**src/design/sets_ram.sv**
```systemverilog
// ----------------------------------------------------------------------------
// sets_ram: generic single-port-write, single-port-read RAM
// One write and one registered read per cycle.
// ----------------------------------------------------------------------------
module sets_ram #(
    parameter int WIDTH = 16,
    parameter int DEPTH = 16
) (
    input  logic                     clk,
    input  logic                     we,
    input  logic [$clog2(DEPTH)-1:0] waddr,
    input  logic [WIDTH-1:0]         wdata,
    input  logic [$clog2(DEPTH)-1:0] raddr,
    output logic [WIDTH-1:0]         rdata
);

    logic [WIDTH-1:0] mem [DEPTH];

    always_ff @(posedge clk) begin
        if (we) begin
            mem[waddr] <= wdata;
        end
        rdata <= mem[raddr];
    end

endmodule
```
**config.mk**
```make
export PLATFORM = sky130hd
export DESIGN_NAME = sets_ram
export DESIGN_NICKNAME = d
export VERILOG_FILES = /design/src/design/sets_ram.sv
export SDC_FILE = /design/constraint.sdc
export NUM_CORES = 1
export LEC_CHECK = 0
export ABC_AREA = 1
export BUFFER_PORTS_ARGS = -buffer_cell sky130_fd_sc_hd__buf_2
export CAP_MARGIN = 10
export CORE_MARGIN = 5
export CORE_UTILIZATION = 55
export DETAILED_ROUTE_END_ITERATION = 8
export PLACE_DENSITY = 0.72
export RECOVER_POWER = 100
export SLEW_MARGIN = 20
export SYNTH_ARGS = -nofsm -noshare
export SYNTH_HDL_FRONTEND = slang
export SYNTH_SLANG_ARGS = --single-unit
```
**constraint.sdc**
```tcl
create_clock -name clk -period 2.5 [get_ports clk]
set_input_delay 0.5 -clock clk [delete_from_list [all_inputs] [get_ports clk]]
set_output_delay 0.5 -clock clk [all_outputs]
set_load 0.005 [all_outputs]
```
==> flow_summary.json <==
{
  "crit_type": "in -> reg",
  "grt_pass1_vias": 7250,
  "vias_per_cell": 5.25,
  "crit_path_end_kind": "flop",
  "clkTransAtPathRegs_ns": 0.06,
  "setup_viol": 0,
  "worst_hold_slack_ns": 0.496,
  "hpwl_mm": 14.2,
  "gp_congestion": 0.796,
  "ys_seq_area_frac": 0.704,
  "hold_class": "in -> reg",
  "synth_edf_count": 256,
  "rows": 52,
  "area_growth_pct": 12.0,
  "clockBufferDepth": 3,
  "critPathLaunchType": "primary input",
  "num_io_pins": 42,
  "rsz0062_at_grt": "no",
  "wl_per_cell_um": 18.2,
  "async_flop_share": 0,
  "post_cts_resized": 0,
  "fin_crit_sh": 0.769,
  "worstPathRequired_ns": 2.63,
  "gr-total-overflow": 0,
  "fin_skew_ns": 0.0101,
  "antenna_found_initial": 0,
  "start_util": 0.561,
  "ant_nets": 0,
  "drc": 0,
  "die_w_um": 154,
  "hold_viol_final": 0,
  "num-fill-cells": 1613,
  "vias": 7438,
  "cp.arrival_ns": 2.05,
  "cts_sinks": 272,
  "drt_iter0_drc": 663,
  "yosysMostFrequentCell": "nand2_1",
  "cts_max_level": 1,
  "synth.top_cell.area_share": 0.675,
  "avgSynthCellArea_um2": 10.6,
  "fin_util": 0.628,
  "syn-cell-area_um2": 11400,
  "syn_nets": 1100,
  "gr-usage-all-layers": 0.217,
  "max-vdd-ir-drop_mv": 0.509,
  "synth_common_cells": "341 x nand2_1, 256 x edfxtp_1, 196 x inv_1",
  "diodes": 0,
  "p_per_area_nw_per_um2": 773,
  "ys.flop_type": "edfxtp_1",
  "cp_max_fo": 16,
  "coreArea_um2": 20300,
  "cts-root-buf": "clkbuf_16",
  "yosys.area.top_type": "edfxtp_1",
  "slew_headroom": 0.0359,
  "synth.area.top_cells": "edfxtp_1 68%, nand2_1 11%, nand3_1 8.5%",
  "slew_viol_final": 0,
  "total_leakage_power_nw": 5.39,
  "clkLatencyLatePin_ns": 0.53,
  "synth.ff_latch_count": 272,
  "postCtsSetupRepairBufs": 0,
  "period_needed_ns": 1.92,
  "die_h_um": 154,
  "firstDrtPassIters": 5,
  "port-buffer-count": 41,
  "holdBufCountCts": 0,
  "r2r_slack_ns": 1.53,
  "cts_tree": "yes",
  "syn_inst": 1074,
  "yosys_warnings": 0,
  "synth_cell_types": 13,
  "wl_mm": 25.8,
  "timing.setup.tns_ns": 0,
  "cts_buffers": 28,
  "worst_slew_pin_slew_ns": 1.45,
  "max_freq_mhz": 520,
  "grt_max_degree": 129,
  "grt_pass1_wl_mm": 40.2,
  "layout-drive-gt1-share": 0.0601,
  "nets": 1153,
  "drv_cap": 0,
  "status": "finished clean",
  "fp.dieArea_um2": 23700
}
[cell families after synthesis]
group | count (synthesis) | share of synthesized area
simple gates | 553 | 0.204
buf+inv | 249 | 0.0921
flops | 272 | 0.704
[through the flow]
stage / cell area (um2) / instances / total power [mW] / setup slack, ns
floorplan: 11400 / 1074 / 5.57 / 0.700
global placement: 12000 / 1367 / 5.80 / 0.691
detailed placement: 12000 / 1367 / 5.81 / 0.651
CTS: 12900 / 1418 / 9.93 / 0.928
global route: 12700 / 1418 / 10.2 / 0.524
finish: 12700 / 1418 / 9.85 / 0.578
[final timing paths]
check,start,end,depth (start not counted)
worst max-delay path,waddr[2],mem[1][4],5
worst min-delay path,wdata[9],mem[3][9],1
worst max register to register,mem[3][4],rdata[4],6
worst min register to register,mem[11][10],rdata[10],6
[flip-flops by register name, indices dropped and copies added (netlist names)]
register,count
rdata,16
mem,256
[layer usage]
metal	wire length (um)	up-vias	track usage	share of wire
li1	-	3562	-	-
met1	10600	3515	0.295	0.41
met2	12600	307	0.364	0.49
met3	1840	54	0.0304	0.071
met4	716	0	0.0711	0.028
met5	0	-	0	0
[where the power goes]
part           internal (mW)  switching (mW)
clock network           2.52            1.63
registers               5.10          0.0357
logic                  0.158           0.405
[layout by cell type (no fill, tap or decap)]
cell          n
nand3_1     193
clkinv_1      3
clkinvlp_2    1
dfxtp_1      16
inv_8         1
clkbuf_8      3
clkbuf_16    29
edfxtp_1    256
nand2_1     341
nand3b_1      2
buf_12        4
bufinv_16     3
clkinv_2      4
buf_4         9
nor2_1       10
nor2_2        7
clkbuf_1     62
buf_2         7
inv_1       196
inv_2         1
[area by class of cell]
class	count	area, um2	area share
Clock buffer	40	797	0.0625
Clock inverter	11	133	0.0104
Inverter	198	744	0.0584
Multi-Input combinational cell	553	2340	0.184
Sequential cell	272	8010	0.628
Tap cell	270	338	0.0265
Timing Repair Buffer	74	385	0.0302
[critical path, stage by stage]
cell	delay, ns
buf_2	0.12
nor2_1	0.10
nand2_1	0.15
nor2_2	0.11
clkbuf_1	1.06
(Power assumes the default switching activity.)
